### config.mk
export PLATFORM = sky130hd
export DESIGN_NAME = cbeq_mac
export DESIGN_NICKNAME = d
export VERILOG_FILES = /design/src/rtl/core/cbeq_pkg.sv /design/src/rtl/core/cbeq_mac.sv
export SDC_FILE = /design/constraint.sdc
export NUM_CORES = 2
export LEC_CHECK = 0
export BUFFER_PORTS_ARGS = -buffer_cell sky130_fd_sc_hd__buf_2
export CELL_PAD_IN_SITES_DETAIL_PLACEMENT = 0
export CELL_PAD_IN_SITES_GLOBAL_PLACEMENT = 2
export CORE_MARGIN = 3
export CORE_UTILIZATION = 40
export CTS_CLUSTER_SIZE = 12
export DETAILED_ROUTE_END_ITERATION = 12
export GPL_TIMING_DRIVEN = 0
export PLACE_DENSITY_LB_ADDON = 0.3
export REMOVE_ABC_BUFFERS = 1
export SLEW_MARGIN = 20
export SYNTH_ARGS = -nofsm -noshare
export SYNTH_HDL_FRONTEND = slang
export SYNTH_SLANG_ARGS = --single-unit
### constraint.sdc
create_clock -name i_clk -period 8.5 [get_ports i_clk]
set_input_delay 0.425 -clock i_clk [delete_from_list [all_inputs] [get_ports i_clk]]
set_output_delay 0.425 -clock i_clk [all_outputs]
set_load 0.005 [all_outputs]
### src/rtl/core/cbeq_pkg.sv
// ----------------------------------------------------------------------------
// cbeq_pkg
// Shared types, constants and the control store of the biquad equalizer.
// ----------------------------------------------------------------------------
package cbeq_pkg;

    // Sizes
    localparam int BANDS        = 5;
    localparam int SAMPLE_BITS  = 24;
    localparam int COEFS        = 5;
    localparam int HIST_W       = 32;
    localparam int COEF_W       = 32;
    localparam int VOL_W        = 16;
    localparam int COEF_FRAC    = 28;
    localparam int VOL_FRAC     = 14;
    localparam int BAND_W       = (BANDS > 1) ? $clog2(BANDS) : 1;
    localparam int OP_A_W       = COEF_W + 1;
    localparam int PROD_W       = OP_A_W + HIST_W;
    localparam int ACC_W        = PROD_W + 2;

    // Stream word layout
    localparam int IN_FIELDS_W  = SAMPLE_BITS + 3 + 3 + COEF_W;
    localparam int IN_TDATA_W   = ((IN_FIELDS_W + 7) / 8) * 8;
    localparam int OUT_TDATA_W  = ((SAMPLE_BITS + 7) / 8) * 8;
    localparam int BAND_LSB     = SAMPLE_BITS;
    localparam int IDX_LSB      = SAMPLE_BITS + 3;
    localparam int COEF_LSB     = SAMPLE_BITS + 6;

    localparam logic [VOL_W-1:0]         VOL_RESET = VOL_W'(16384);
    localparam logic signed [COEF_W-1:0] COEF_ONE  = COEF_W'(1) << COEF_FRAC;
    localparam logic signed [ACC_W-1:0]  BAND_HALF = ACC_W'(1) << (COEF_FRAC - 1);
    localparam logic signed [ACC_W-1:0]  VOL_HALF  = ACC_W'(1) << (VOL_FRAC - 1);

    // Sequencer
    localparam int PC_W = 4;
    localparam logic [PC_W-1:0] PC_WAIT = 4'd0;
    localparam logic [PC_W-1:0] PC_BAND = 4'd1;
    localparam logic [PC_W-1:0] PC_WB   = 4'd7;
    localparam logic [PC_W-1:0] PC_VOL  = 4'd8;
    localparam logic [PC_W-1:0] PC_OUT  = 4'd10;

    typedef enum logic [2:0] {
        MUL_B0X,
        MUL_B1X1,
        MUL_B2X2,
        MUL_A1Y1,
        MUL_A2Y2,
        MUL_VOL
    } t_mul_src;

    typedef enum logic [1:0] {
        ACC_HOLD,
        ACC_LOAD,
        ACC_ADD
    } t_acc_op;

    typedef enum logic [1:0] {
        COND_NEXT,
        COND_ALWAYS,
        COND_WAIT,
        COND_MORE_BANDS
    } t_cond;

    typedef struct packed {
        logic            mul_en;
        t_mul_src        mul_src;
        logic            mul_neg;
        t_acc_op         acc_op;
        logic            wb_band;
        logic            wb_out;
        t_cond           cond;
        logic [PC_W-1:0] target;
    } t_ucode;

    typedef struct packed {
        logic    mul_en;
        logic    neg;
        t_acc_op acc_op;
    } t_mac_ctrl;

    // Control store: one word per step
    function automatic t_ucode ucode_rom(input logic [PC_W-1:0] pc);
        t_ucode w;
        case (pc)
            4'd0:    w = '{1'b0, MUL_B0X,  1'b0, ACC_HOLD, 1'b0, 1'b0, COND_WAIT,  PC_WAIT};
            4'd1:    w = '{1'b1, MUL_B0X,  1'b0, ACC_HOLD, 1'b0, 1'b0, COND_NEXT,  PC_WAIT};
            4'd2:    w = '{1'b1, MUL_B1X1, 1'b0, ACC_LOAD, 1'b0, 1'b0, COND_NEXT,  PC_WAIT};
            4'd3:    w = '{1'b1, MUL_B2X2, 1'b0, ACC_ADD,  1'b0, 1'b0, COND_NEXT,  PC_WAIT};
            4'd4:    w = '{1'b1, MUL_A1Y1, 1'b1, ACC_ADD,  1'b0, 1'b0, COND_NEXT,  PC_WAIT};
            4'd5:    w = '{1'b1, MUL_A2Y2, 1'b1, ACC_ADD,  1'b0, 1'b0, COND_NEXT,  PC_WAIT};
            4'd6:    w = '{1'b0, MUL_B0X,  1'b0, ACC_ADD,  1'b0, 1'b0, COND_NEXT,  PC_WAIT};
            4'd7:    w = '{1'b0, MUL_B0X,  1'b0, ACC_HOLD, 1'b1, 1'b0, COND_MORE_BANDS,
                           PC_BAND};
            4'd8:    w = '{1'b1, MUL_VOL,  1'b0, ACC_HOLD, 1'b0, 1'b0, COND_NEXT,  PC_WAIT};
            4'd9:    w = '{1'b0, MUL_B0X,  1'b0, ACC_LOAD, 1'b0, 1'b0, COND_NEXT,  PC_WAIT};
            4'd10:   w = '{1'b0, MUL_B0X,  1'b0, ACC_HOLD, 1'b0, 1'b1, COND_ALWAYS, PC_WAIT};
            default: w = '{1'b0, MUL_B0X,  1'b0, ACC_HOLD, 1'b0, 1'b0, COND_ALWAYS, PC_WAIT};
        endcase
        return w;
    endfunction

endpackage

### src/rtl/core/cbeq_mac.sv
// ----------------------------------------------------------------------------
// cbeq_mac
// Registered multiplier, wide accumulator and the two rounding/clamp outputs.
// ----------------------------------------------------------------------------
module cbeq_mac (
    input  logic                                        i_clk,
    input  cbeq_pkg::t_mac_ctrl                         i_ctrl,
    input  logic signed [cbeq_pkg::OP_A_W-1:0]          i_op_a,
    input  logic signed [cbeq_pkg::HIST_W-1:0]          i_op_b,
    output logic signed [cbeq_pkg::HIST_W-1:0]          o_band_y,
    output logic signed [cbeq_pkg::SAMPLE_BITS-1:0]     o_vol_y
);

    localparam int BSH_W = cbeq_pkg::ACC_W - cbeq_pkg::COEF_FRAC;
    localparam int VSH_W = cbeq_pkg::ACC_W - cbeq_pkg::VOL_FRAC;
    localparam int SB    = cbeq_pkg::SAMPLE_BITS;
    localparam int HW    = cbeq_pkg::HIST_W;

    logic signed [cbeq_pkg::PROD_W-1:0] r_prod;
    logic                               r_neg;
    logic signed [cbeq_pkg::ACC_W-1:0]  r_acc;
    logic signed [cbeq_pkg::ACC_W-1:0]  s_term;
    logic signed [cbeq_pkg::ACC_W-1:0]  s_band_sum;
    logic signed [cbeq_pkg::ACC_W-1:0]  s_vol_sum;
    logic        [BSH_W-1:0]            s_band_sh;
    logic        [VSH_W-1:0]            s_vol_sh;

    always_ff @(posedge i_clk) begin
        if (i_ctrl.mul_en) begin
            r_prod <= i_op_a * i_op_b;
            r_neg  <= i_ctrl.neg;
        end
    end

    assign s_term = r_neg ? -cbeq_pkg::ACC_W'(r_prod) : cbeq_pkg::ACC_W'(r_prod);

    always_ff @(posedge i_clk) begin
        case (i_ctrl.acc_op)
            cbeq_pkg::ACC_LOAD: r_acc <= s_term;
            cbeq_pkg::ACC_ADD:  r_acc <= r_acc + s_term;
            default:            r_acc <= r_acc;
        endcase
    end

    // Round half up, then saturate
    assign s_band_sum = r_acc + cbeq_pkg::BAND_HALF;
    assign s_band_sh  = s_band_sum[cbeq_pkg::ACC_W-1:cbeq_pkg::COEF_FRAC];
    assign s_vol_sum  = r_acc + cbeq_pkg::VOL_HALF;
    assign s_vol_sh   = s_vol_sum[cbeq_pkg::ACC_W-1:cbeq_pkg::VOL_FRAC];

    always_comb begin
        if ((&s_band_sh[BSH_W-1:HW-1]) || !(|s_band_sh[BSH_W-1:HW-1])) begin
            o_band_y = s_band_sh[HW-1:0];
        end else if (s_band_sh[BSH_W-1]) begin
            o_band_y = {1'b1, {(HW-1){1'b0}}};
        end else begin
            o_band_y = {1'b0, {(HW-1){1'b1}}};
        end
    end

    always_comb begin
        if ((&s_vol_sh[VSH_W-1:SB-1]) || !(|s_vol_sh[VSH_W-1:SB-1])) begin
            o_vol_y = s_vol_sh[SB-1:0];
        end else if (s_vol_sh[VSH_W-1]) begin
            o_vol_y = {1'b1, {(SB-1){1'b0}}};
        end else begin
            o_vol_y = {1'b0, {(SB-1){1'b1}}};
        end
    end

endmodule

==> flow_metrics.env <==
export IMPL_max_cap_violations=0
export IMPL_hold_ws_ps=192
export IMPL_clkSlewWorstSetupHoldPaths_ps=60
export IMPL_ys_types=75
export IMPL_synth_compound_area_share_pct=8.18
export IMPL_cts_buffer_depth=2
export IMPL_netlist_area_leader_share_pct=45.1
export IMPL_core_area_sq_um=122000
export IMPL_ant_nets=0
export IMPL_synth_edff_count=133
export IMPL_globalRouteOverflowTotal=0
export IMPL_hold_buffers=0
export IMPL_grt_pass1_vias=38900
export IMPL_hold_class="in2reg"
export IMPL_critPathArrivalTime_ps=8310
export IMPL_synthCells=5448
export IMPL_final_hold_viol_count=0
export IMPL_async_flop_share_pct=0
export IMPL_io_buffer_count=125
export IMPL_yosysSeqAreaShare_pct=8.09
export IMPL_ios=126
export IMPL_grt_max_degree=67
export IMPL_syn_area_sq_um=49400
export IMPL_ys_top_cells_by_area="fa_1, edfxtp_1, inv_1"
export IMPL_final_common_cell="fa_1"
export IMPL_vias_per_cell=5.18
export IMPL_rsz0062_at_grt="no"
export IMPL_grt_antenna_before_repair=1
export IMPL_wl_per_cell_microns=19.7
export IMPL_start_util_pct=40.4
export IMPL_vias=36000
export IMPL_synth_adder_area_share_pct=51.6
export IMPL_fin_crit_ps=8130
export IMPL_drt_iter0_drc=1803
export IMPL_clockRootBuffer="clkbuf_16"
export IMPL_critical_path_required_ps=8680
export IMPL_route_detailed_drc=0
export IMPL_routed_wl_mm=137
export IMPL_endpoint_kind="register"
export IMPL_synth_area_mux_share_pct=0.263
export IMPL_rr_worst_depth=17
export IMPL_hold_depth=1
export IMPL_num_nets_final=6740
export IMPL_fin_crit_sh_pct=95.7
export IMPL_status="finished, final reports clean"
export IMPL_synthSimpleGateAreaFrac_pct=17.0
export IMPL_drv_slew=0
export IMPL_path_max_fanout=33
export IMPL_worst_slew_pin_slew_ps=929
export IMPL_std_cell_rows=128
export IMPL_firstDrtPassIters=5
export IMPL_gp_congestion=0.838
export IMPL_synth_flop_cell="edfxtp_1"
export IMPL_avgSynthCellArea_sq_um=9.07
export IMPL_area_growth_pct=4.97
export IMPL_drive_gt1_share_pct=4.03
export IMPL_finalSetupViolCount=0
export IMPL_final_cell_mix="fa_1, inv_1, nand2_1"
export IMPL_crit_type="in2reg"
export IMPL_die_x_microns=357
export IMPL_final_setup_skew_ps=14.6
export IMPL_clk_latency_ps=450
export IMPL_grtUsageTotal_pct=22.1
export IMPL_cts_sinks=133
export IMPL_synthXorXnorAreaFrac_pct=4.70
export IMPL_grt_pass1_wl_mm=222
export IMPL_cts_tree="built"
export IMPL_dp_hpwl_mm=110
export IMPL_h_tree_depth=4
export IMPL_slew_headroom_pct=37.1
export IMPL_startpoint_type="input pin"
export IMPL_ys_warn_count=0
export IMPL_cts_buffers=17
export IMPL_dieArea_sq_um=128000
export IMPL_die_h_microns=357
export IMPL_synth_top_area_cell="fa_1"
export IMPL_synth_top_family_by_area="adder cells"
export IMPL_fmax_mhz=123
export IMPL_synth_seq_cells=133
final cells by class:
cell class / count / area [sq um]
fillers: 12300 / 70300
multi-input cells: 3982 / 40400
flip-flops and latches: 133 / 3990
inverters: 1027 / 3870
well taps: 1625 / 2030
repair buffers: 140 / 958
clock buffers: 18 / 429
clock inverters: 13 / 126
diodes: 1 / 2.50
repair_timing:
item | 4_1_cts | 5_1_grt
endpoints found under the setup margin | 9 | 11
setup buffers | 7 | 1
pin swaps | 1 | 1
resized for setup | 18 | 51
cell families (layout without fill, tap and decap cells):
group / Yosys count / in the layout
compound gates: 662 / 662
xor+xnor: 265 / 265
flops: 133 / 133
simple gates: 1674 / 1674
buf+inv: 1333 / 1198
mux: 12 / 12
other cells: 0 / 1
fa+ha+maj: 1369 / 1369
per-stage QoR:
stage | std cells | cell area [sq um] | TNS (ps) | setup WS, ps | utilization (%)
after floorplan | 5142 | 48200 | 0 | 1070 | -
after global placement | 6892 | 50900 | -22180 | -1520 | 41.7
after detailed placement | 6899 | 51000 | -7710 | -878 | 41.8
after CTS | 6937 | 51700 | 0 | 4.65 | 42.3
after global routing | 6938 | 51900 | 0 | 1.98 | 42.4
final | 6939 | 51900 | 0 | 369 | 42.4
path summary, 6_finish.rpt:
path                            startpoint    endpoint  slack, ps
worst min register to register    r_acc[0]    r_acc[0]        660
worst min-delay path             i_ctrl[2]       r_neg        190
worst max-delay path            i_op_b[24]  r_prod[57]        370
worst max register to register   r_prod[9]   r_acc[64]       2370
Yosys cell counts (8+ instances only):
cell type	n
o31ai_1	21
o211ai_1	11
inv_1	1025
a21oi_1	243
nand3_1	53
and2_1	540
a31oi_1	29
xnor2_1	171
o21ai_1	9
nor2b_1	12
o21bai_1	26
o21ai_0	146
a211oi_1	15
nand4_1	65
edfxtp_1	133
a21o_1	73
nor2_1	181
nor3_1	36
or2_2	9
ha_1	256
clkbuf_1	295
nand2_1	637
and3_1	31
fa_1	1113
o21a_1	19
nand2b_1	23
o31a_1	8
or4_1	16
and4_1	14
mux2_2	8
nor4_1	20
xor2_1	94
or3_1	21
registers in the layout (all words and copies together), names as in the netlist:
signal	cells
r_prod	65
r_acc	67
r_neg	1
per-layer routing:
layer  GRT usage (%)  vias to the layer above  wire length, microns
met2            35.2                      755                 61300
met4            3.25                        0                  1450
li1                -                    16400                     -
met5               0                        -                     0
met3            2.38                      102                  6260
met1            33.3                    18700                 67600
worst max-delay path, cell delays in order:
cell and delay [ps]:
buf_2 630, nand2_1 160, fa_1 550, inv_1 50, fa_1 490, inv_1 60, fa_1 540, inv_1 50
fa_1 400, fa_1 580, fa_1 450, fa_1 520, fa_1 470, ha_1 470, nand2_1 200, o21ai_0 300
nor3b_1 110, o211a_1 190, o41a_1 500, o31ai_1 560, a221o_1 310, and4_1 200, nor3_1 50
Power is left out: the tool's default activity adds up to more than one toggle a clock period on the data nets, which glitch-free logic cannot reach.
